### src/rtl/efs_pkg.sv
package efs_pkg;

    // Request codes
    typedef enum logic [2:0] {
        CMD_BUS_ERR  = 3'd0,
        CMD_ADDR_ERR = 3'd1,
        CMD_IRQ      = 3'd2,
        CMD_TRACE    = 3'd3,
        CMD_ILLEGAL  = 3'd4,
        CMD_TRAP     = 3'd5,
        CMD_DONE     = 3'd6,
        CMD_UNUSED   = 3'd7
    } efs_cmd_t;

    // Result kinds
    typedef enum logic [1:0] {
        KIND_WRITE    = 2'd0,
        KIND_VEC_READ = 2'd1,
        KIND_HALT     = 2'd2
    } efs_kind_t;

    // Frame type carried from front to back
    typedef enum logic [1:0] {
        FRAME_SHORT = 2'd0,
        FRAME_FAULT = 2'd1,
        FRAME_HALT  = 2'd2
    } efs_frame_t;

    localparam int ZERO_WORDS_DEF  = 16;
    localparam int FIXED_WORDS     = 10;   // fault frame words before the zero fill
    localparam int SHORT_WORDS     = 4;    // short frame words
    localparam int ZERO_OFS_BASE   = 26;   // offset of the first zero word
    localparam int QUEUE_DEPTH     = 2;

    localparam logic [31:0] FAULT_FRAME_BYTES = 32'd58;
    localparam logic [31:0] SHORT_FRAME_BYTES = 32'd8;
    localparam logic [7:0]  VEC_BUS_ERR       = 8'd2;
    localparam logic [7:0]  VEC_ADDR_ERR      = 8'd3;
    localparam logic [7:0]  VEC_TRACE         = 8'd9;
    localparam logic [3:0]  FMT_FAULT         = 4'h8;
    localparam logic [3:0]  FMT_SHORT         = 4'h0;

    typedef struct packed {
        efs_cmd_t    cmd;
        logic [15:0] status_reg;
        logic [31:0] program_counter;
        logic [31:0] super_stack;
        logic [7:0]  vector_number;
        logic [2:0]  interrupt_level;
        logic [31:0] fault_address;
        logic [7:0]  access_status;
        logic [15:0] output_buffer;
        logic [15:0] input_buffer;
        logic [15:0] prefetch_word;
    } efs_in_t;

    typedef struct packed {
        efs_kind_t   kind;
        logic [31:0] bus_address;
        logic [15:0] write_data;
        logic [15:0] new_status;
        logic [31:0] new_stack;
        logic        last;
    } efs_out_t;

    // Classified request, one queue entry
    typedef struct packed {
        efs_frame_t  frame;
        logic [15:0] nsr;
        logic [31:0] sp;
        logic [31:0] vec_addr;
        logic [15:0] sr;
        logic [31:0] pc;
        logic [15:0] fmt;
        logic [15:0] ssw;
        logic [31:0] faddr;
        logic [15:0] obuf;
        logic [15:0] ibuf;
        logic [15:0] pref;
    } efs_desc_t;

    // Queue status seen by front and back
    typedef struct packed {
        logic full;
        logic empty;
    } efs_qstat_t;

    // Frame offsets of the fixed words, in write order
    function automatic logic [4:0] efs_fixed_ofs(input logic [3:0] idx);
        logic [4:0] ofs;
        case (idx)
            4'd0:    ofs = 5'd4;
            4'd1:    ofs = 5'd0;
            4'd2:    ofs = 5'd2;
            4'd3:    ofs = 5'd6;
            4'd4:    ofs = 5'd8;
            4'd5:    ofs = 5'd10;
            4'd6:    ofs = 5'd12;
            4'd7:    ofs = 5'd16;
            4'd8:    ofs = 5'd20;
            4'd9:    ofs = 5'd24;
            default: ofs = 5'd0;
        endcase
        return ofs;
    endfunction

endpackage

### src/rtl/exception_frame_sequencer_unit.sv
// Channel    | Handshake                | Payload
// -----------+--------------------------+---------------------------
// request    | req_valid / req_stall    | req  (efs_pkg::efs_in_t)
// result     | rsp_valid / rsp_stall    | rsp  (efs_pkg::efs_out_t)
// vbr write  | cfg_we                   | cfg_wdata
//
// A fault frame is 10 + ZERO_WORDS writes and a vector read, a short frame four writes and
// a vector read, a double fault one halt. The back sequencer emits one result per cycle
// unless the queue is empty or rsp_stall holds the output; the front takes one request
// per cycle while the two-entry queue has room; sequence-done and unused codes give no result.
// Reset clears the fault flag, vector base, queue and output valid.
// rsp_stall holds the output register; the front keeps accepting until the queue fills.
module exception_frame_sequencer_unit #(
    parameter int ZERO_WORDS = efs_pkg::ZERO_WORDS_DEF
) (
    input  logic              clk,
    input  logic              rst_n,
    input  logic              req_valid,
    output logic              req_stall,
    input  efs_pkg::efs_in_t  req,
    output logic              rsp_valid,
    input  logic              rsp_stall,
    output efs_pkg::efs_out_t rsp,
    input  logic              cfg_we,
    input  logic [31:0]       cfg_wdata
);
    import efs_pkg::*;

    efs_qstat_t qstat;
    efs_desc_t  wr_desc;
    efs_desc_t  head;
    logic       push;
    logic       pop;

    efs_front u_front (
        .clk       (clk),
        .rst_n     (rst_n),
        .req_valid (req_valid),
        .req_stall (req_stall),
        .req       (req),
        .cfg_we    (cfg_we),
        .cfg_wdata (cfg_wdata),
        .qstat     (qstat),
        .push      (push),
        .desc      (wr_desc)
    );

    efs_queue u_queue (
        .clk     (clk),
        .rst_n   (rst_n),
        .push    (push),
        .wr_desc (wr_desc),
        .pop     (pop),
        .head    (head),
        .qstat   (qstat)
    );

    efs_back #(
        .ZERO_WORDS (ZERO_WORDS)
    ) u_back (
        .clk       (clk),
        .rst_n     (rst_n),
        .head      (head),
        .qstat     (qstat),
        .pop       (pop),
        .rsp_valid (rsp_valid),
        .rsp_stall (rsp_stall),
        .rsp       (rsp)
    );

endmodule

### src/rtl/efs_front.sv
module efs_front (
    input  logic              clk,
    input  logic              rst_n,
    input  logic              req_valid,
    output logic              req_stall,
    input  efs_pkg::efs_in_t  req,
    input  logic              cfg_we,
    input  logic [31:0]       cfg_wdata,
    input  efs_pkg::efs_qstat_t qstat,
    output logic              push,
    output efs_pkg::efs_desc_t desc
);
    import efs_pkg::*;

    logic        fault_active_reg, fault_active_next;
    logic [31:0] vbr_reg;
    logic        accept;
    logic        is_fault;
    logic [7:0]  vec;
    logic [15:0] nsr;

    assign req_stall = qstat.full;
    assign accept    = req_valid && !qstat.full;
    assign is_fault  = (req.cmd == CMD_BUS_ERR) || (req.cmd == CMD_ADDR_ERR);
    assign push      = accept && (req.cmd != CMD_DONE) && (req.cmd != CMD_UNUSED);

    // Vector selection
    always_comb
    begin
        case (req.cmd)
            CMD_BUS_ERR:  vec = VEC_BUS_ERR;
            CMD_ADDR_ERR: vec = VEC_ADDR_ERR;
            CMD_TRACE:    vec = VEC_TRACE;
            default:      vec = req.vector_number;
        endcase
    end

    // New status: supervisor on, trace off, mask for interrupts
    always_comb
    begin
        nsr = (req.status_reg | 16'h2000) & 16'h7fff;
        if (req.cmd == CMD_IRQ)
        begin
            nsr[10:8] = req.interrupt_level;
        end
    end

    // Descriptor build
    always_comb
    begin
        desc.sr       = req.status_reg;
        desc.pc       = req.program_counter;
        desc.faddr    = req.fault_address;
        desc.obuf     = req.output_buffer;
        desc.ibuf     = req.input_buffer;
        desc.pref     = req.prefetch_word;
        desc.vec_addr = vbr_reg + {22'd0, vec, 2'b00};
        desc.fmt      = {(is_fault ? FMT_FAULT : FMT_SHORT), 2'b00, vec, 2'b00};
        desc.ssw      = {2'b00, !req.access_status[6], req.access_status[6],
                         req.access_status[4], req.access_status[3],
                         !req.access_status[5], !req.access_status[7],
                         5'd0, req.access_status[2:0]};
        if (is_fault && fault_active_reg)
        begin
            desc.frame = FRAME_HALT;
            desc.nsr   = req.status_reg;
            desc.sp    = req.super_stack;
        end
        else if (is_fault)
        begin
            desc.frame = FRAME_FAULT;
            desc.nsr   = nsr;
            desc.sp    = req.super_stack - FAULT_FRAME_BYTES;
        end
        else
        begin
            desc.frame = FRAME_SHORT;
            desc.nsr   = nsr;
            desc.sp    = req.super_stack - SHORT_FRAME_BYTES;
        end
    end

    // Fault-in-progress flag
    always_comb
    begin
        fault_active_next = fault_active_reg;
        if (accept && req.cmd == CMD_DONE)
        begin
            fault_active_next = 1'b0;
        end
        else if (accept && is_fault)
        begin
            fault_active_next = 1'b1;
        end
    end

    always_ff @(posedge clk or negedge rst_n)
    begin
        if (!rst_n)
        begin
            fault_active_reg <= 1'b0;
            vbr_reg          <= 32'd0;
        end
        else
        begin
            fault_active_reg <= fault_active_next;
            if (cfg_we)
            begin
                vbr_reg <= cfg_wdata;
            end
        end
    end

    a_fault_sets: assert property (@(posedge clk) disable iff (!rst_n)
        accept && is_fault |=> fault_active_reg)
        else $error("fault flag not set after bus or address error");

    a_halt_only_in_fault: assert property (@(posedge clk) disable iff (!rst_n)
        push && desc.frame == FRAME_HALT |-> fault_active_reg)
        else $error("halt result without an active fault");

endmodule

### src/rtl/efs_queue.sv
module efs_queue (
    input  logic                clk,
    input  logic                rst_n,
    input  logic                push,
    input  efs_pkg::efs_desc_t  wr_desc,
    input  logic                pop,
    output efs_pkg::efs_desc_t  head,
    output efs_pkg::efs_qstat_t qstat
);
    import efs_pkg::*;

    localparam int PTR_W = (QUEUE_DEPTH > 1) ? $clog2(QUEUE_DEPTH) : 1;
    localparam int CNT_W = $clog2(QUEUE_DEPTH + 1);

    efs_desc_t          mem [QUEUE_DEPTH];
    logic [PTR_W-1:0]   wr_ptr_reg, rd_ptr_reg;
    logic [CNT_W-1:0]   count_reg, count_next;

    assign qstat.full  = (count_reg == CNT_W'(QUEUE_DEPTH));
    assign qstat.empty = (count_reg == '0);
    assign head        = mem[rd_ptr_reg];

    // Storage
    always_ff @(posedge clk)
    begin
        if (push)
        begin
            mem[wr_ptr_reg] <= wr_desc;
        end
    end

    // Occupancy
    always_comb
    begin
        count_next = count_reg;
        if (push && !pop)
        begin
            count_next = count_reg + CNT_W'(1);
        end
        else if (pop && !push)
        begin
            count_next = count_reg - CNT_W'(1);
        end
    end

    always_ff @(posedge clk or negedge rst_n)
    begin
        if (!rst_n)
        begin
            wr_ptr_reg <= '0;
            rd_ptr_reg <= '0;
            count_reg  <= '0;
        end
        else
        begin
            count_reg <= count_next;
            if (push)
            begin
                wr_ptr_reg <= (wr_ptr_reg == PTR_W'(QUEUE_DEPTH - 1)) ? '0
                              : wr_ptr_reg + PTR_W'(1);
            end
            if (pop)
            begin
                rd_ptr_reg <= (rd_ptr_reg == PTR_W'(QUEUE_DEPTH - 1)) ? '0
                              : rd_ptr_reg + PTR_W'(1);
            end
        end
    end

    a_no_overflow: assert property (@(posedge clk) disable iff (!rst_n)
        !(push && qstat.full))
        else $error("push into full queue");

    a_no_underflow: assert property (@(posedge clk) disable iff (!rst_n)
        !(pop && qstat.empty))
        else $error("pop from empty queue");

endmodule

### src/rtl/efs_back.sv
module efs_back #(
    parameter int ZERO_WORDS = efs_pkg::ZERO_WORDS_DEF
) (
    input  logic                clk,
    input  logic                rst_n,
    input  efs_pkg::efs_desc_t  head,
    input  efs_pkg::efs_qstat_t qstat,
    output logic                pop,
    output logic                rsp_valid,
    input  logic                rsp_stall,
    output efs_pkg::efs_out_t   rsp
);
    import efs_pkg::*;

    localparam int LAST_STEP = FIXED_WORDS + ZERO_WORDS;      // vector read of a fault frame
    localparam int STEP_W    = $clog2(LAST_STEP + 1);
    localparam int OFS_W     = $clog2(ZERO_OFS_BASE + 2 * ZERO_WORDS);

    logic [STEP_W-1:0] step_reg, step_next;
    logic [STEP_W-1:0] zero_idx;
    logic [OFS_W-1:0]  ofs;
    logic [OFS_W-1:0]  zero_ofs;
    logic [15:0]       fixed_data;
    logic              advance;
    efs_out_t          res;
    efs_out_t          rsp_reg;
    logic              rsp_valid_reg;

    assign advance   = !qstat.empty && (!rsp_valid_reg || !rsp_stall);
    assign pop       = advance && res.last;
    assign rsp       = rsp_reg;
    assign rsp_valid = rsp_valid_reg;

    // Data of the fixed frame words
    always_comb
    begin
        case (step_reg[3:0])
            4'd0:    fixed_data = head.pc[15:0];
            4'd1:    fixed_data = head.sr;
            4'd2:    fixed_data = head.pc[31:16];
            4'd3:    fixed_data = head.fmt;
            4'd4:    fixed_data = head.ssw;
            4'd5:    fixed_data = head.faddr[31:16];
            4'd6:    fixed_data = head.faddr[15:0];
            4'd7:    fixed_data = head.obuf;
            4'd8:    fixed_data = head.ibuf;
            4'd9:    fixed_data = head.pref;
            default: fixed_data = 16'd0;
        endcase
    end

    assign zero_idx = step_reg - STEP_W'(FIXED_WORDS);
    assign zero_ofs = OFS_W'(ZERO_OFS_BASE) + (OFS_W'(zero_idx) << 1);

    // Result for the current step
    always_comb
    begin
        ofs             = OFS_W'(efs_fixed_ofs(step_reg[3:0]));
        res.kind        = KIND_WRITE;
        res.write_data  = fixed_data;
        res.new_status  = head.nsr;
        res.new_stack   = head.sp;
        res.last        = 1'b0;
        case (head.frame)
            FRAME_HALT:
            begin
                res.kind       = KIND_HALT;
                res.write_data = 16'd0;
                res.last       = 1'b1;
            end
            FRAME_SHORT:
            begin
                if (step_reg >= STEP_W'(SHORT_WORDS))
                begin
                    res.kind       = KIND_VEC_READ;
                    res.write_data = 16'd0;
                    res.last       = 1'b1;
                end
            end
            FRAME_FAULT:
            begin
                if (step_reg >= STEP_W'(LAST_STEP))
                begin
                    res.kind       = KIND_VEC_READ;
                    res.write_data = 16'd0;
                    res.last       = 1'b1;
                end
                else if (step_reg >= STEP_W'(FIXED_WORDS))
                begin
                    ofs            = zero_ofs;
                    res.write_data = 16'd0;
                end
            end
            default:
            begin
                res.kind       = KIND_VEC_READ;
                res.write_data = 16'd0;
                res.last       = 1'b1;
            end
        endcase
        case (res.kind)
            KIND_WRITE:    res.bus_address = head.sp + 32'(ofs);
            KIND_VEC_READ: res.bus_address = head.vec_addr;
            default:       res.bus_address = 32'd0;
        endcase
    end

    // Step counter
    always_comb
    begin
        step_next = step_reg;
        if (advance)
        begin
            step_next = res.last ? '0 : step_reg + STEP_W'(1);
        end
    end

    always_ff @(posedge clk or negedge rst_n)
    begin
        if (!rst_n)
        begin
            step_reg      <= '0;
            rsp_valid_reg <= 1'b0;
        end
        else
        begin
            step_reg <= step_next;
            if (advance)
            begin
                rsp_valid_reg <= 1'b1;
            end
            else if (!rsp_stall)
            begin
                rsp_valid_reg <= 1'b0;
            end
        end
    end

    // Output register
    always_ff @(posedge clk)
    begin
        if (advance)
        begin
            rsp_reg <= res;
        end
    end

    // Only the vector read or a halt closes a request
    a_last_marks_end: assert property (@(posedge clk) disable iff (!rst_n)
        rsp_valid_reg |-> (rsp_reg.last == (rsp_reg.kind != KIND_WRITE)))
        else $error("last flag does not match result kind");

    a_step_idle: assert property (@(posedge clk) disable iff (!rst_n)
        qstat.empty |-> step_reg == '0)
        else $error("step counter busy with empty queue");

endmodule

### config.mk
export PLATFORM = sky130hd
export DESIGN_NAME = exception_frame_sequencer_unit
export DESIGN_NICKNAME = d
export VERILOG_FILES = /design/src/rtl/efs_pkg.sv /design/src/rtl/exception_frame_sequencer_unit.sv /design/src/rtl/efs_front.sv /design/src/rtl/efs_queue.sv /design/src/rtl/efs_back.sv
export SDC_FILE = /design/constraint.sdc
export NUM_CORES = 1
export LEC_CHECK = 0
export BUFFER_PORTS_ARGS = -buffer_cell sky130_fd_sc_hd__clkbuf_2
export CELL_PAD_IN_SITES_DETAIL_PLACEMENT = 1
export CELL_PAD_IN_SITES_GLOBAL_PLACEMENT = 2
export CORE_MARGIN = 2
export CORE_UTILIZATION = 41
export CTS_CLUSTER_DIAMETER = 120
export CTS_CLUSTER_SIZE = 14
export DETAILED_ROUTE_END_ITERATION = 10
export PLACE_DENSITY_LB_ADDON = 0.1
export RECOVER_POWER = 100
export SYNTH_ARGS = -nofsm -noshare
export SYNTH_HDL_FRONTEND = slang
export SYNTH_SLANG_ARGS = --single-unit
### constraint.sdc
create_clock -name clk -period 13.9 [get_ports clk]
set_input_delay 2.78 -clock clk [delete_from_list [all_inputs] [get_ports clk]]
set_output_delay 2.78 -clock clk [all_outputs]
set_load 0.005 [all_outputs]
-- Yosys cells after proc, flatten, opt, wreduce, memory -nomap -nowiden
Memories as Yosys holds them, arrays and structs flattened.
Cells that the tools add are included.
- memory bits (read-only): 64
- flip-flop bits (word level): 142
- output and inout port bits: 101
- memories: 2
- word-level logic and storage cells: 108
- bits in writable memories: 462
- memories (memory ; depth ; bits a word ; rd ports ; clocked after memory_dff ; write ports ; line ; source):
    u_queue.mem ; 2 ; 231 ; 1 ; 0 ; 1 ; efs_queue.sv:15 ; efs_desc_t mem [QUEUE_DEPTH];
    (no name shown) ; 16 ; 4 ; 1 ; 0 ; 0 ; efs_pkg.sv:91 ; case (idx)
- multiplexer cells: 31
- reduce and logical (&&, ||, !) cells: 28
- equality and inequality tests: 20
- add/subtract/negate cells: 11
- magnitude comparators: 3
- operators by type and width (kind ; number):
    16-bit one-hot mux with 10 select lines ; 1
    32-bit one-hot mux with 2 select lines ; 1
    50-bit two-way mux ; 1
    49-bit two-way mux ; 1
    16-bit two-way mux ; 3
    32-bit by 10-bit adder with 32-bit output ; 1
    32-bit by 6-bit adder with 32-bit output ; 1
    16-bit one-hot mux with 2 select lines ; 1
    32-bit by 4-bit subtractor with 32-bit output, second input constant ; 1
    32-bit by 6-bit subtractor with 32-bit output, second input constant ; 1
    8-bit one-hot mux with 3 select lines ; 1
    6-bit two-way mux ; 3
    4-bit by 3-bit equality test with 1-bit output, second input constant ; 4
    1-bit two-way mux ; 12
    1-bit logical AND ; 10
    1-bit zero test ; 9
    4-bit by 2-bit equality test with 1-bit output, second input constant ; 2
    4-bit equality test, second input constant ; 2
    5-bit by 6-bit adder with 6-bit output, first input constant ; 1
    3-bit by 2-bit equality test with 1-bit output, second input constant ; 2
    2-bit zero test ; 3
    3-bit inequality test, second input constant ; 2
    2-bit one-hot mux with 3 select lines ; 1
    5-bit by 1-bit adder with 5-bit output, second input constant ; 1
    22 further kinds ; 28

-- Longest topological paths before layout
Gate-level depths: netlist of run 1.
- word-level depth: 9
- gate-level depth with buffers: 17
- gate-level depth less buffers: 15

-- By module
A second synthesis of run 1 with hierarchy kept.
- cells, all modules: 1742
- area total of the unflattened synthesis: 28434.8 sq um
- by module, submodules not included (module ; area each (sq um) ; times used ; cells an instance):
    efs_queue ; 18343.8 ; 1 ; 769
    efs_back ; 5977.0 ; 1 ; 501
    efs_front ; 4113.9 ; 1 ; 472

-- Least setup slack after synthesis of run 1
Ideal clock, no wire load.
- path kind: input-to-reg
- start: input port req[181] (netlist name)
- end: memory u_queue.mem[0][0] (netlist name), enable pin
- path slack: 0.319 ns
- setup time: 0.824 ns
- path buffers: 1
- required time: 13.076 ns
- data arrival time: 12.757 ns
- stages on the path: 3
- path through: buf_2 -> a21oi_1 -> nor2b_1
- cells in the longest elaborated chain, start to end: 5
- elaborated cells between the ends (all ways): 6
- classes of those cells: 2 x eq/ne; 2 x mux; 2 x reduce/logical
- ends and longest elaborated chain (element ; line ; source):
    start: declaration ; exception_frame_sequencer_unit.sv:20 ; input efs_pkg::efs_in_t req,
    3-bit inequality test ; efs_front.sv:25 ; assign push = accept && (req.cmd != CMD_DONE) && (req.cmd != CMD_UNUSED);
    1-bit logical AND ; efs_front.sv:25 ;
    1-bit logical AND * ; efs_front.sv:25 ;
    via push ; exception_frame_sequencer_unit.sv:32 ; logic push;
    1-bit two-way mux * ; efs_queue.sv:26 ; if (push)
    1-bit two-way mux (not written as such) * ; efs_queue.sv:28 ; mem[wr_ptr_reg] <= wr_desc;
    end: declaration ; efs_queue.sv:15 ;
Mark *: on every way through the listed nets, which the timed path passes. The rest lies on a longest branch.

-- Final worst setup path of run 1
- start: input port req[181] (netlist name)
- end: memory u_queue.mem[0][60] (netlist name), enable pin
The elaborated chain is that of the path after synthesis.

==> results_tabular.tex, run 1 <==
\begin{tabular}{lr}
\hline
Metric & Value \\
\hline
\multicolumn{2}{l}{\textbf{Status}} \\
\quad Status & finished, violations left \\
\quad Violated checks & max-capacitance violations, max-slew violations \\
\multicolumn{2}{l}{\textbf{STA}} \\
\quad RSZ-0062 raised after global routing & false \\
\quad Setup skew after layout & 22.9 ps \\
\quad Final number of setup-violating endpoints & 0 \\
\quad Part of the cycle the worst path needs & between 60\% and 70\% \\
\quad Final-report max-slew violation count & 628 \\
\quad Worst hold slack & 478 ps \\
\quad Transition at the pin with the smallest max-transition slack & 4170 ps \\
\quad Normalized max-slew margin & -178\% \\
\quad Fin. Hold Viols & 0 \\
\quad FMAX & 109 MHz \\
\quad Final sum of negative setup slack & 0 ps \\
\quad Final Critical Period & 9160 ps \\
\multicolumn{2}{l}{\textbf{Logic synthesis}} \\
\quad Net Count, Synth & 1776 \\
\quad Number of register bits inferred by synthesis & 576 \\
\quad Synthesized-area fraction occupied by and/or/nand/nor cells & 5.97\% \\
\quad Post-Syn Instances & 1526 \\
\quad Cell variety after synth & 68 \\
\quad Synthesized area divided by synthesized cell count & 15.7 µm² \\
\quad Adder and majority gate portion of the synthesized area & 1.68\% \\
\quad Synthesized-area fraction occupied by ao, oa, aoi and oai cells & 6.24\% \\
\quad Number of enable flip-flop cells after synthesis & between 500 and 600 \\
\quad Warnings from Yosys & 0 \\
\quad Share of synthesized area spent on multiplexers & under 10\% \\
\quad XOR/XNOR share of the synthesized area & 3.21\% \\
\quad FFs w/ async S/R, synth & 7.47\% \\
\quad Combinational family with the most area after synthesis & multiplexers \\
\quad Post-synthesis sequential area ratio & a little under three quarters \\
\quad Netlist Area Pre-Place & 23900 µm² \\
\quad Most used flip-flop cell after synthesis & edfxtp\_1 \\
\multicolumn{2}{l}{\textbf{Min path}} \\
\quad Worst min-delay path endpoint & u\_queue.mem[0][149] \\
\quad HP Start & u\_front.vbr\_reg[0] \\
\quad Tightest Hold Check Type & reg2reg \\
\quad Hold path cells & 0 \\
\multicolumn{2}{l}{\textbf{Critical path}} \\
\quad Cells along the critical path & clkbuf\_1, a21oi\_1, nor2b\_1, clkbuf\_1, buf\_4 \\
\quad Data arrival time at the worst-slack endpoint & 9380 ps \\
\quad Number of gates on the worst path with buffers counted & 5 \\
\quad Most prevalent standard cell on the critical path & clkbuf\_1 \\
\quad Critical path launch point type & primary input \\
\quad Kind of critical path & in2reg \\
\quad Startpoint of the worst-slack reg-to-reg timing path & u\_queue.rd\_ptr\_reg \\
\quad Data required time of the critical path & 14120 ps \\
\quad Worst reg2reg setup slack & 4950 ps \\
\quad Cell type group with the largest total delay on the critical path & buffers and inverters \\
\quad Worst R2R Path Depth & 6 \\
\quad Maximum cell stage delay along the critical path & 2750 ps \\
\quad Standard cell with the maximum stage delay on the critical path & clkbuf\_1 \\
\quad Launching element of the worst setup path & req[181] \\
\quad CP Capture Type & register \\
\quad Worst R2R End & u\_back.rsp[51] \\
\quad Worst Path Buf+Inv & 3 \\
\quad Maximum fanout encountered on the critical timing path & between 70 and 80 \\
\multicolumn{2}{l}{\textbf{Route}} \\
\quad First-pass DRT Iterations & 5 \\
\quad Residual DRC count & 0 \\
\quad Routed via count & around 14000 \\
\quad Total wire length after detailed routing & 65300 µm \\
\quad WL per Instance & 24.7 µm \\
\quad Via density & 5.39 \\
\quad Initial drt markers & 819 \\
\quad Count of antenna-violating nets left after detailed routing & 0 \\
\multicolumn{2}{l}{\textbf{Final layout}} \\
\quad Final net count & 2100 \\
\quad Area Overhead vs Synth & 14.3\% \\
\quad Max FFs per register & between 400 and 500 \\
\quad Share of layout cells above drive strength 1 & around 14\% \\
\multicolumn{2}{l}{\textbf{Die}} \\
\quad Chip width & between 200 and 250 µm \\
\quad Number of rows in the core area & 88 \\
\quad Starting utilization of the core area & around two fifths \\
\quad Total Die Area & $\sim$60000 µm² \\
\quad Number of top-level pins & 320 \\
\quad Die Ht & 246 µm \\
\quad Placeable core area & 57700 µm² \\
\multicolumn{2}{l}{\textbf{Flow run}} \\
\quad Max-cap check violation count & 14 \\
\multicolumn{2}{l}{\textbf{GRT}} \\
\quad Number of antenna violations at the first check in global routing & 4 \\
\quad Global-route wire length before repair & about 95000 µm \\
\quad Total routing resource utilization after global routing & 21.4\% \\
\quad Total congestion overflow & 0 \\
\quad Pin count of the biggest net entering global routing & 72 \\
\quad Via count of the first global-routing pass & 14700 \\
\multicolumn{2}{l}{\textbf{Clock tree}} \\
\quad Buffers inserted during post-CTS setup optimization & 0 \\
\quad H-tree lvl count & 2 \\
\quad Clk buf depth & 3 \\
\quad Post-CTS Hold Fix Bufs & 0 \\
\quad Sinks on the clock net & 576 \\
\quad Clock Latency Late Sink & $\sim$600 ps \\
\quad Cell at the root of the clock tree & clkbuf\_16 \\
\quad Resized Gates After CTS & 0 \\
\quad Register clock-pin slew on the reported worst setup and hold paths & around 70 ps \\
\quad Total clock buffers created by CTS & 47 \\
\quad CTS tree & done \\
\multicolumn{2}{l}{\textbf{Power}} \\
\quad Power per standard cell area & between 200 and 250 nW/µm² \\
\quad Tot Pwr & 0.00550 W \\
\quad Cell internal power dissipation & 0.00368 W \\
\quad Proportion of power drawn by combinational gates & 29.6\% \\
\quad Lkg Pwr & approximately 9.7 nW \\
\quad Flop pwr share & 47.9\% \\
\quad Power spent charging and discharging nets & 0.00182 W \\
\quad IR drop worst, VDD & roughly 0.12 mV \\
\quad Share of power burned in the clock network & 22.5\% \\
\quad Proportion of total power due to net switching & around 33\% \\
\multicolumn{2}{l}{\textbf{Placement}} \\
\quad RePlAce Congestion & just over 0.8 \\
\quad Hpwl dp & 45800 µm \\
\quad Port-buffer cells & between 300 and 400 \\
\hline
\end{tabular}
power groups by stage:
stage          logic (W)  clock network [W]  registers (W)
6_report         0.00163            0.00124        0.00264
5_1_grt          0.00178            0.00133        0.00267
4_1_cts          0.00165            0.00127        0.00262
3_5_place_dp     0.00164                  0        0.00266
3_3_place_gp     0.00162                  0        0.00265
2_1_floorplan    0.00103                  0        0.00265
cell type report:
class	count	area, µm²
clock inverter	4	42.5
timing repair buffer	334	1460
antenna	2	5.00
tap	765	957
inverter	39	149
fill	5856	30300
clock buffer	75	1280
multi-input combinational	852	6380
sequential	576	17100
logic make-up (layout without fill, tap and decap cells):
kind of cell | count (synthesis) | in the layout
other cells | 0 | 2
mux | 223 | 223
flops | 576 | 576
compound gates | 230 | 230
fa+ha+maj | 31 | 31
xor+xnor | 87 | 87
buf+inv | 98 | 452
simple gates | 281 | 281
metal layers:
layer	part of all wire [%]	track usage (%)	vias up
li1	-	-	6538
met1	47	31.7	7283
met2	46	33.2	364
met3	5.3	3.46	71
met4	1.7	4.51	4
met5	0.034	0	-
cell usage in the layout, fill, tap and decap left out, types with 41 or more instances in the layout:
cell type  count
clkbuf_16     47
edfxtp_1     533
mux2i_1      148
clkbuf_2     152
xnor2_1       50
o21ai_0       44
mux2_2        41
nand2_1       68
clkbuf_1     203
dfrtp_1       43
o22ai_1       72
nor2_1        70
Yosys cell counts, drive strengths merged, types with 3 or more instances:
master,number,area share [%]
a221oi,4,0.15
mux2i,148,6.2
nand3,28,0.59
ha,29,1.5
a22oi,19,0.60
and2,10,0.26
o22a,4,0.15
xnor2,50,1.9
mux2,75,3.5
a31oi,12,0.31
a21oi,33,0.71
o22ai,72,1.9
a32o,3,0.13
inv,38,0.60
nand2b,7,0.21
nand4,11,0.31
nand3b,3,0.094
nor3b,4,0.13
o32ai,3,0.11
nor2b,21,0.55
nor2,71,1.1
buf,32,0.75
or3,10,0.30
a21o,5,0.16
nor3,16,0.33
xor2,37,1.4
edfxtp,533,67
nor4,15,0.44
nand4b,4,0.15
a211oi,13,0.45
or4,4,0.14
a311oi,3,0.11
clkbuf,27,0.42
nand2,68,1.1
dfrtp,43,4.5
and3,6,0.16
o21ai,44,0.94
worst max path at each step:
| stage | endpoint | slack, ps |
|---|---|---|
| CTS | u_queue.mem[0][81] | 8110 |
| detailed placement | u_queue.mem[0][43] | 7450 |
| floorplan | u_queue.mem[0][0] | 320 |
| finish | u_queue.mem[0][60] | 4740 |
| global placement | u_queue.mem[0][112] | 7470 |
| global route | u_queue.mem[0][129] | 4160 |
metrics by stage:
step           cell area, µm²  setup slack, ps  utilization (%)  instances
2_1_floorplan           23900              319                -       1526
3_5_place_dp            26300             7450             45.7       2566
4_1_cts                 27700             8110             48.0       2645
6_report                27400             4740             47.4       2647
5_1_grt                 27400             4160             47.4       2646
3_3_place_gp            26300             7470             45.7       2566
No activity file was read; power rests on OpenSTA's default activity.
==> run 2: changes to the inputs <==
--- a/config.mk
+++ b/config.mk
@@ -5,11 +5,12 @@
 export SDC_FILE = /design/constraint.sdc
 export NUM_CORES = 1
 export LEC_CHECK = 0
+export ABC_AREA = 1
 export BUFFER_PORTS_ARGS = -buffer_cell sky130_fd_sc_hd__clkbuf_2
 export CELL_PAD_IN_SITES_DETAIL_PLACEMENT = 1
 export CELL_PAD_IN_SITES_GLOBAL_PLACEMENT = 2
 export CORE_MARGIN = 2
-export CORE_UTILIZATION = 41
+export CORE_UTILIZATION = 38
 export CTS_CLUSTER_DIAMETER = 120
 export CTS_CLUSTER_SIZE = 14
 export DETAILED_ROUTE_END_ITERATION = 10
==> constraint.sdc (replaced) <==
create_clock -name clk -period 9.59 [get_ports clk]
set_input_delay 1.918 -clock clk [delete_from_list [all_inputs] [get_ports clk]]
set_output_delay 1.918 -clock clk [all_outputs]
set_load 0.005 [all_outputs]
==> run 2 against run 1 <==
  * The run still ends with max-capacitance violations, max-slew violations left
  * Core utilization fell by 3.6 points
  * Combinational power rose by 62%
  * Flip-flop and latch count did not move
  * Clock skew rose by 13 ps
  * Synthesized area rose by 6.6%
  * Register-to-register slack got worse by 1700 ps
  * Synthesized cell count rose by 58%
  * Clock power rose by 47%
  * Global-route usage rose by 1.0 points
  * First-iteration DRC count rose by 53%
  * Sequential share of layout area fell by 3.4 points
  * Critical endpoint is now u_queue.mem[1][161]
==> results_tabular.tex, run 2 <==
\begin{tabular}{lr}
\hline
Metric & Value \\
\hline
\multicolumn{2}{l}{\textbf{Clock tree}} \\
\quad H-tree lvl count & 2 \\
\quad Sinks on the clock net & 576 \\
\quad Resized Gates After CTS & 0 \\
\quad Clk buf depth & 3 \\
\quad Post-CTS Hold Fix Bufs & 0 \\
\quad Total clock buffers created by CTS & 47 \\
\quad Clock Latency Late Sink & roughly 610 ps \\
\quad Buffers inserted during post-CTS setup optimization & 0 \\
\quad CTS tree & done \\
\quad Cell at the root of the clock tree & clkbuf\_16 \\
\quad Register clock-pin slew on the reported worst setup and hold paths & 70 ps \\
\multicolumn{2}{l}{\textbf{Logic synthesis}} \\
\quad Cell types occupying the most area after synthesis & edfxtp\_1, nand2\_1, dfrtp\_1, inv\_1, nor2\_1 \\
\quad Net Count, Synth & 2663 \\
\quad Top-count cell post-synth & nand2\_1 \\
\quad Cell variety after synth & 49 \\
\quad Number of enable flip-flop cells after synthesis & between 500 and 600 \\
\quad FFs w/ async S/R, synth & 7.47\% \\
\quad Warnings from Yosys & 0 \\
\quad Proportion of netlist area held by the largest area contributor & 62.7\% \\
\quad Top cells by count, synth & nand2\_1, edfxtp\_1, inv\_1 \\
\quad Post-synthesis sequential area ratio & about 67\% \\
\quad Cell taking the most area after synthesis & edfxtp\_1 \\
\quad Number of register bits inferred by synthesis & 576 \\
\quad Synthesized area divided by synthesized cell count & between 10 and 15 µm² \\
\quad Post-Syn Instances & 2413 \\
\quad Most used flip-flop cell after synthesis & edfxtp\_1 \\
\quad Netlist Area Pre-Place & 25500 µm² \\
\multicolumn{2}{l}{\textbf{Route}} \\
\quad First-pass DRT Iterations & 8 \\
\quad Count of antenna-violating nets left after detailed routing & 0 \\
\quad Met2 Wirelength & 40400 µm \\
\quad WL per Instance & 21.6 µm \\
\quad Via density & 5.00 \\
\quad Total wire length after detailed routing & 78300 µm \\
\quad Initial drt markers & 1251 \\
\quad DR WL met3 & 2800 µm \\
\quad Highest routed metal layer & met5 \\
\quad Residual DRC count & 0 \\
\quad Routed via count & 18100 \\
\quad Metal1 wirelength & roughly 33000 µm \\
\multicolumn{2}{l}{\textbf{GRT}} \\
\quad Via count of the first global-routing pass & 19100 \\
\quad Number of antenna violations at the first check in global routing & 5 \\
\quad Total congestion overflow & 0 \\
\quad Pin count of the biggest net entering global routing & 152 \\
\quad Global-route wire length before repair & 117000 µm \\
\quad Total routing resource utilization after global routing & roughly 22\% \\
\multicolumn{2}{l}{\textbf{Die}} \\
\quad Number of rows in the core area & 94 \\
\quad Chip width & 263 µm \\
\quad Number of top-level pins & 320 \\
\quad Placeable core area & 66100 µm² \\
\quad Total Die Area & 69200 µm² \\
\quad Starting utilization of the core area & approximately 39\% \\
\quad Die Ht & 263 µm \\
\multicolumn{2}{l}{\textbf{Power}} \\
\quad Lkg Pwr & 11.6 nW \\
\quad Tot Pwr & 0.00835 W \\
\quad IR drop worst, VDD & 0.170 mV \\
\quad Power per standard cell area & 289 nW/µm² \\
\multicolumn{2}{l}{\textbf{STA}} \\
\quad Part of the cycle the worst path needs & approximately 71\% \\
\quad Setup skew after layout & 36.0 ps \\
\quad FMAX & 147 MHz \\
\quad Final-report max-slew violation count & 619 \\
\quad Transition at the pin with the smallest max-transition slack & around 4400 ps \\
\quad Final setup slack of the worst path & 2780 ps \\
\quad RSZ-0062 raised after global routing & false \\
\quad Final Critical Period & a little under 7000 ps \\
\quad Normalized max-slew margin & -192\% \\
\quad Final number of setup-violating endpoints & 0 \\
\quad Fin. Hold Viols & 0 \\
\multicolumn{2}{l}{\textbf{Critical path}} \\
\quad Cell type group with the largest total delay on the critical path & buffers and inverters \\
\quad Worst reg2reg setup slack & 3250 ps \\
\quad Worst R2R Path Depth & 9 \\
\quad Worst R2R End & u\_back.rsp[59] \\
\quad Worst Path Buf+Inv & 4 \\
\quad Cells along the critical path & clkbuf\_2, o21ai\_0, a21oi\_1, inv\_1, nor2\_4, clkbuf\_2, buf\_4 \\
\quad Crit path to & u\_queue.mem[1][161] \\
\quad Startpoint of the worst-slack reg-to-reg timing path & u\_queue.rd\_ptr\_reg \\
\quad Data arrival time at the worst-slack endpoint & 7030 ps \\
\quad Launching element of the worst setup path & req\_valid \\
\quad CP Capture Type & register \\
\quad Standard cell with the maximum stage delay on the critical path & clkbuf\_2 \\
\quad Kind of critical path & in2reg \\
\quad Critical path launch point type & primary input \\
\quad Most prevalent standard cell on the critical path & clkbuf\_2 \\
\quad Maximum cell stage delay along the critical path & 3030 ps \\
\quad Number of gates on the worst path with buffers counted & 7 \\
\quad Data required time of the critical path & 9810 ps \\
\quad Maximum fanout encountered on the critical timing path & 151 \\
\multicolumn{2}{l}{\textbf{Final layout}} \\
\quad Share of layout cells above drive strength 1 & 8.89\% \\
\quad End-of-flow core utilization & 43.8\% \\
\quad Area Overhead vs Synth & 13.5\% \\
\quad Commonest cells after routing, fill and taps aside & nand2\_1, edfxtp\_1, clkbuf\_1 \\
\quad Final cell area excluding filler cells & about 29000 µm² \\
\quad Most common cell after layout, fill and taps aside & nand2\_1 \\
\quad Max FFs per register & 434 \\
\quad Final non-filler cell total & 3623 \\
\quad Final net count & between 2000 and 3000 \\
\multicolumn{2}{l}{\textbf{Placement}} \\
\quad Post-Place Cell Area & 28000 µm² \\
\quad Number of placed instances with taps included & $\sim$3500 \\
\quad Port-buffer cells & around 320 \\
\quad RePlAce Congestion & approximately 0.83 \\
\quad Worst setup slack before clock tree synthesis & 4560 ps \\
\quad Hpwl dp & 54500 µm \\
\multicolumn{2}{l}{\textbf{Flow run}} \\
\quad Max-cap check violation count & 10 \\
\multicolumn{2}{l}{\textbf{Status}} \\
\quad Status & finished, violations left \\
\quad Violated checks & max-capacitance violations, max-slew violations \\
\multicolumn{2}{l}{\textbf{Min path}} \\
\quad Tightest Hold Check Type & reg2reg \\
\hline
\end{tabular}
[run 2: changes by cell type after synthesis, moves of 22 or more]
cell	delta
nand2_1	+911
mux2i_1	-147
inv_1	+131
nor2_1	+74
o22ai_1	-72
nand3_1	+64
mux2_2	-59
xnor2_1	-43
a21oi_1	+38
buf_2	+22
[run 2: per-layer routing]
metal	up-vias	GRT usage (%)
li1	8662	-
met1	9014	28.6
met2	351	40.1
met3	99	2.77
met4	4	6.02
met5	-	0
[run 2: worst min path at each step]
stage | from | cells after the start | slack (ps) | endpoint
after floorplan | u_front.vbr_reg[0] | 0 | 440 | u_queue.mem[0][149]
after detailed placement | u_front.vbr_reg[1] | 0 | 500 | u_queue.mem[0][150]
final | u_front.vbr_reg[1] | 0 | 500 | u_queue.mem[0][150]
after global routing | u_front.vbr_reg[1] | 0 | 520 | u_queue.mem[0][150]
after CTS | u_front.vbr_reg[1] | 0 | 510 | u_queue.mem[0][150]
after global placement | u_back.rsp_valid | 2 | 480 | u_back.rsp_valid
[run 2: power by group]
group | leakage [nW] | internal, W | switching, W | total [W]
Sequential | 5.51 | 0.00360 | 0.000283 | 0.00389
Combinational | 5.47 | 0.000696 | 0.00195 | 0.00264
Clock | 0.631 | 0.000915 | 0.000906 | 0.00182
Total | 11.6 | 0.00521 | 0.00314 | 0.00835
[run 2: layout make-up]
type,instances,area (µm²)
Clock buffer,73,1270
Antenna cell,3,7.51
Sequential cell,576,17100
Tap cell,864,1080
Clock inverter,3,45.0
Fill cell,7440,37200
Inverter,173,656
Timing Repair Buffer,338,1480
Multi-Input combinational cell,1593,7310
[run 2: worst reg2reg max path: cells and delay by family (launching register included)]
kind	cells	cell delay (ps)
AOI/OAI and AO/OA	1	1000
buffers and inverters	2	1740
DFF	1	1850
and+or+nand+nor	6	1480
[run 2: kinds of logic after synthesis]
family	Yosys count	share of synthesized area, %
AO/OA/AOI/OAI	157	3.42
multiplexers	17	0.746
flip-flops	576	67.0
buffers and inverters	244	4.17
XOR/XNOR	56	1.92
adder cells (fa/ha/maj)	31	1.58
AND/OR/NAND/NOR	1332	21.2
[run 2: through the flow]
stage | hold slack, ps | setup TNS (ps)
after floorplan | 438 | -1108050
after global placement | 482 | 0
after detailed placement | 498 | 0
after CTS | 515 | 0
after global routing | 516 | 0
final | 504 | 0
==> run 3: changes to the inputs <==
--- a/config.mk
+++ b/config.mk
@@ -10,7 +10,7 @@
 export CELL_PAD_IN_SITES_DETAIL_PLACEMENT = 1
 export CELL_PAD_IN_SITES_GLOBAL_PLACEMENT = 2
 export CORE_MARGIN = 2
-export CORE_UTILIZATION = 38
+export CORE_UTILIZATION = 34
 export CTS_CLUSTER_DIAMETER = 120
 export CTS_CLUSTER_SIZE = 14
 export DETAILED_ROUTE_END_ITERATION = 10
==> constraint.sdc (replaced) <==
create_clock -name clk -period 6.21 [get_ports clk]
set_input_delay 1.242 -clock clk [delete_from_list [all_inputs] [get_ports clk]]
set_output_delay 1.242 -clock clk [all_outputs]
set_load 0.005 [all_outputs]
==> run 3 against run 2 <==
  * The run still ends with max-capacitance violations, max-slew violations left
  * Register-to-register slack got worse by 1900 ps
  * Clock skew fell by 8.1 ps
  * Flip-flop and latch count did not move
  * Worst hold slack got worse by 25 ps
  * Die area rose by 12%
  * Wire length rose by 1.7%
  * Critical path depth did not move
  * Sequential power rose by 52%
  * Global-route usage fell by 1.9 points
  * Clock power rose by 59%
  * Critical path type is now reg2reg
  * Critical endpoint is now u_back.rsp[55]
==> results_tabular.tex, run 3 (same netlist as run 2, synthesis figures left out) <==
\begin{tabular}{lr}
\hline
Metric & Value \\
\hline
\multicolumn{2}{l}{\textbf{Power}} \\
\quad Proportion of power drawn by combinational gates & a little under a third \\
\quad Power spent charging and discharging nets & around 0.005 W \\
\quad Share of power burned in the clock network & between 20\% and 30\% \\
\quad Lkg Pwr & 11.7 nW \\
\quad Proportion of total power due to net switching & a little under two fifths \\
\quad Cell internal power dissipation & between 0.008 and 0.009 W \\
\quad Power per standard cell area & 443 nW/µm² \\
\quad Flop pwr share & between 40\% and 50\% \\
\quad IR drop worst, VDD & between 0.2 and 0.25 mV \\
\multicolumn{2}{l}{\textbf{STA}} \\
\quad Final-report max-slew violation count & 530 \\
\quad Transition at the pin with the smallest max-transition slack & 2960 ps \\
\quad Final Critical Period & 4860 ps \\
\quad Worst hold slack & approximately 480 ps \\
\quad Final number of setup-violating endpoints & 0 \\
\quad FMAX & just over 200 MHz \\
\quad Fin. Hold Viols & 0 \\
\quad RSZ-0062 raised after global routing & false \\
\quad Setup skew after layout & about 28 ps \\
\quad Normalized max-slew margin & -97.5\% \\
\quad Part of the cycle the worst path needs & 78.2\% \\
\multicolumn{2}{l}{\textbf{Placement}} \\
\quad Port-buffer cells & roughly 320 \\
\quad Post-Place Cell Area & 28100 µm² \\
\quad RePlAce Congestion & 0.836 \\
\quad Hpwl dp & about 55000 µm \\
\multicolumn{2}{l}{\textbf{Critical path}} \\
\quad Worst Path Buf+Inv & 2 \\
\quad Standard cell with the maximum stage delay on the critical path & dfrtp\_1 \\
\quad Maximum fanout encountered on the critical timing path & 73 \\
\quad Critical path launch point type & register \\
\quad Data arrival time at the worst-slack endpoint & 5180 ps \\
\quad Maximum cell stage delay along the critical path & 1380 ps \\
\quad CP Capture Type & register \\
\quad Data required time of the critical path & 6540 ps \\
\quad Cell type group with the largest total delay on the critical path & buffers and inverters \\
\quad Cells along the critical path & buf\_4, clkbuf\_2, o21ai\_0, nand2\_1, nand4\_1, nor4\_1, nor2\_1 \\
\quad Kind of critical path & reg2reg \\
\multicolumn{2}{l}{\textbf{Clock tree}} \\
\quad Cell at the root of the clock tree & clkbuf\_16 \\
\quad Clock Latency Late Sink & 620 ps \\
\quad Total clock buffers created by CTS & 47 \\
\quad Sinks on the clock net & between 500 and 600 \\
\quad Register clock-pin slew on the reported worst setup and hold paths & 70 ps \\
\quad Clk buf depth & 3 \\
\quad Resized Gates After CTS & 0 \\
\quad Buffers inserted during post-CTS setup optimization & 0 \\
\quad Post-CTS Hold Fix Bufs & 0 \\
\quad CTS tree & done \\
\quad H-tree lvl count & 2 \\
\multicolumn{2}{l}{\textbf{GRT}} \\
\quad Number of antenna violations at the first check in global routing & 5 \\
\quad Via count of the first global-routing pass & approximately 19000 \\
\quad Total routing resource utilization after global routing & 20.4\% \\
\quad Total congestion overflow & 0 \\
\quad Pin count of the biggest net entering global routing & 153 \\
\quad Global-route wire length before repair & 119000 µm \\
\multicolumn{2}{l}{\textbf{Route}} \\
\quad Count of antenna-violating nets left after detailed routing & 0 \\
\quad Via density & 4.82 \\
\quad Routed via count & 18000 \\
\quad Initial drt markers & 832 \\
\quad WL per Instance & $\sim$21 µm \\
\quad Residual DRC count & 0 \\
\quad Total wire length after detailed routing & 79600 µm \\
\quad First-pass DRT Iterations & 5 \\
\multicolumn{2}{l}{\textbf{Flow run}} \\
\quad Max-cap check violation count & 10 \\
\multicolumn{2}{l}{\textbf{Die}} \\
\quad Number of rows in the core area & 100 \\
\quad Placeable core area & 74300 µm² \\
\quad Number of top-level pins & 320 \\
\quad Die Ht & 278 µm \\
\quad Total Die Area & 77200 µm² \\
\quad Chip width & 278 µm \\
\quad Starting utilization of the core area & 34.3\% \\
\multicolumn{2}{l}{\textbf{Final layout}} \\
\quad Max FFs per register & approximately 430 \\
\quad Share of layout cells above drive strength 1 & 9.47\% \\
\quad Final cell area excluding filler cells & approximately 30000 µm² \\
\quad Area Overhead vs Synth & 14.5\% \\
\quad Final net count & 2979 \\
\quad Commonest cells after routing, fill and taps aside & nand2\_1, edfxtp\_1, clkbuf\_1 \\
\quad Most common cell after layout, fill and taps aside & nand2\_1 \\
\multicolumn{2}{l}{\textbf{Status}} \\
\quad Violated checks & max-capacitance violations, max-slew violations \\
\quad Status & finished, violations left \\
\multicolumn{2}{l}{\textbf{Min path}} \\
\quad Tightest Hold Check Type & reg2reg \\
\hline
\end{tabular}
==> run 3: cell types whose count changed in the layout (fill, tap and decap cells not counted), moves of 2 or more <==
cell | previous run | this run
clkbuf_2 | 135 | 148
buf_4 | 12 | 8
buf_12 | 0 | 3
clkbuf_1 | 217 | 214
clkbuf_4 | 0 | 2
clkinv_8 | 1 | 3
==> run 3: area by class of cell <==
| class | count | area (µm²) |
|---|---|---|
| fill | 8408 | 45100 |
| sequential | 576 | 17100 |
| multi-input combinational | 1593 | 7320 |
| timing repair buffer | 338 | 1540 |
| clock buffer | 84 | 1320 |
| tap | 969 | 1210 |
| inverter | 173 | 657 |
| clock inverter | 4 | 68.8 |
| antenna | 4 | 10.0 |
==> run 3: worst paths after layout <==
path	slack (ps)	from	depth (start not counted)	end
worst max-delay path	1350	u_queue.rd_ptr_reg	7	u_back.rsp[55]
min in group asynchronous	1690	rst_n	2	u_front.vbr_reg[23]
max in group asynchronous	2820	rst_n	2	u_back.rsp_valid
worst min-delay path	480	u_front.vbr_reg[0]	0	u_queue.mem[1][149]
worst max register to register	1350	u_queue.rd_ptr_reg	7	u_back.rsp[55]
worst min register to register	480	u_front.vbr_reg[0]	0	u_queue.mem[1][149]
==> run 3: worst reg2reg max path: cells and delay by family (launching register included) <==
kind | cells | cell delay (ps)
buf+inv | 2 | 2100
compound gates | 1 | 360
simple gates | 4 | 740
flops | 1 | 1380
==> run 3: power groups by stage <==
stage          logic (W)  registers (W)  clock network, W
2_1_floorplan    0.00257        0.00596                 0
3_3_place_gp     0.00428        0.00597                 0
6_report         0.00412        0.00592           0.00289
3_5_place_dp     0.00432        0.00598                 0
5_1_grt          0.00465        0.00601           0.00313
4_1_cts          0.00434        0.00592           0.00299
==> run 3: routing by layer <==
| metal | wire, µm | part of all wire [%] | up-vias | GRT usage, % |
|---|---|---|---|---|
| li1 | - | - | 8672 | - |
| met1 | 33900 | 43 | 8997 | 25.8 |
| met2 | 41800 | 52 | 296 | 37.3 |
| met3 | 2330 | 2.9 | 81 | 2.13 |
| met4 | 1630 | 2.0 | 0 | 5.18 |
| met5 | 0 | 0 | - | 0 |
==> run 3: stage by stage <==
| step | TNS (ps) | power, W | worst slack [ps] | utilization [%] | std cells |
|---|---|---|---|---|---|
| global placement | 0 | 0.0102 | 2000 | 37.9 | 3649 |
| CTS | 0 | 0.0133 | 2130 | 39.7 | 3737 |
| finish | 0 | 0.0129 | 1350 | 39.3 | 3741 |
| floorplan | -694220 | 0.00853 | -1600 | - | 2413 |
| detailed placement | 0 | 0.0103 | 1870 | 37.9 | 3649 |
| global route | 0 | 0.0138 | 904 | 39.3 | 3741 |
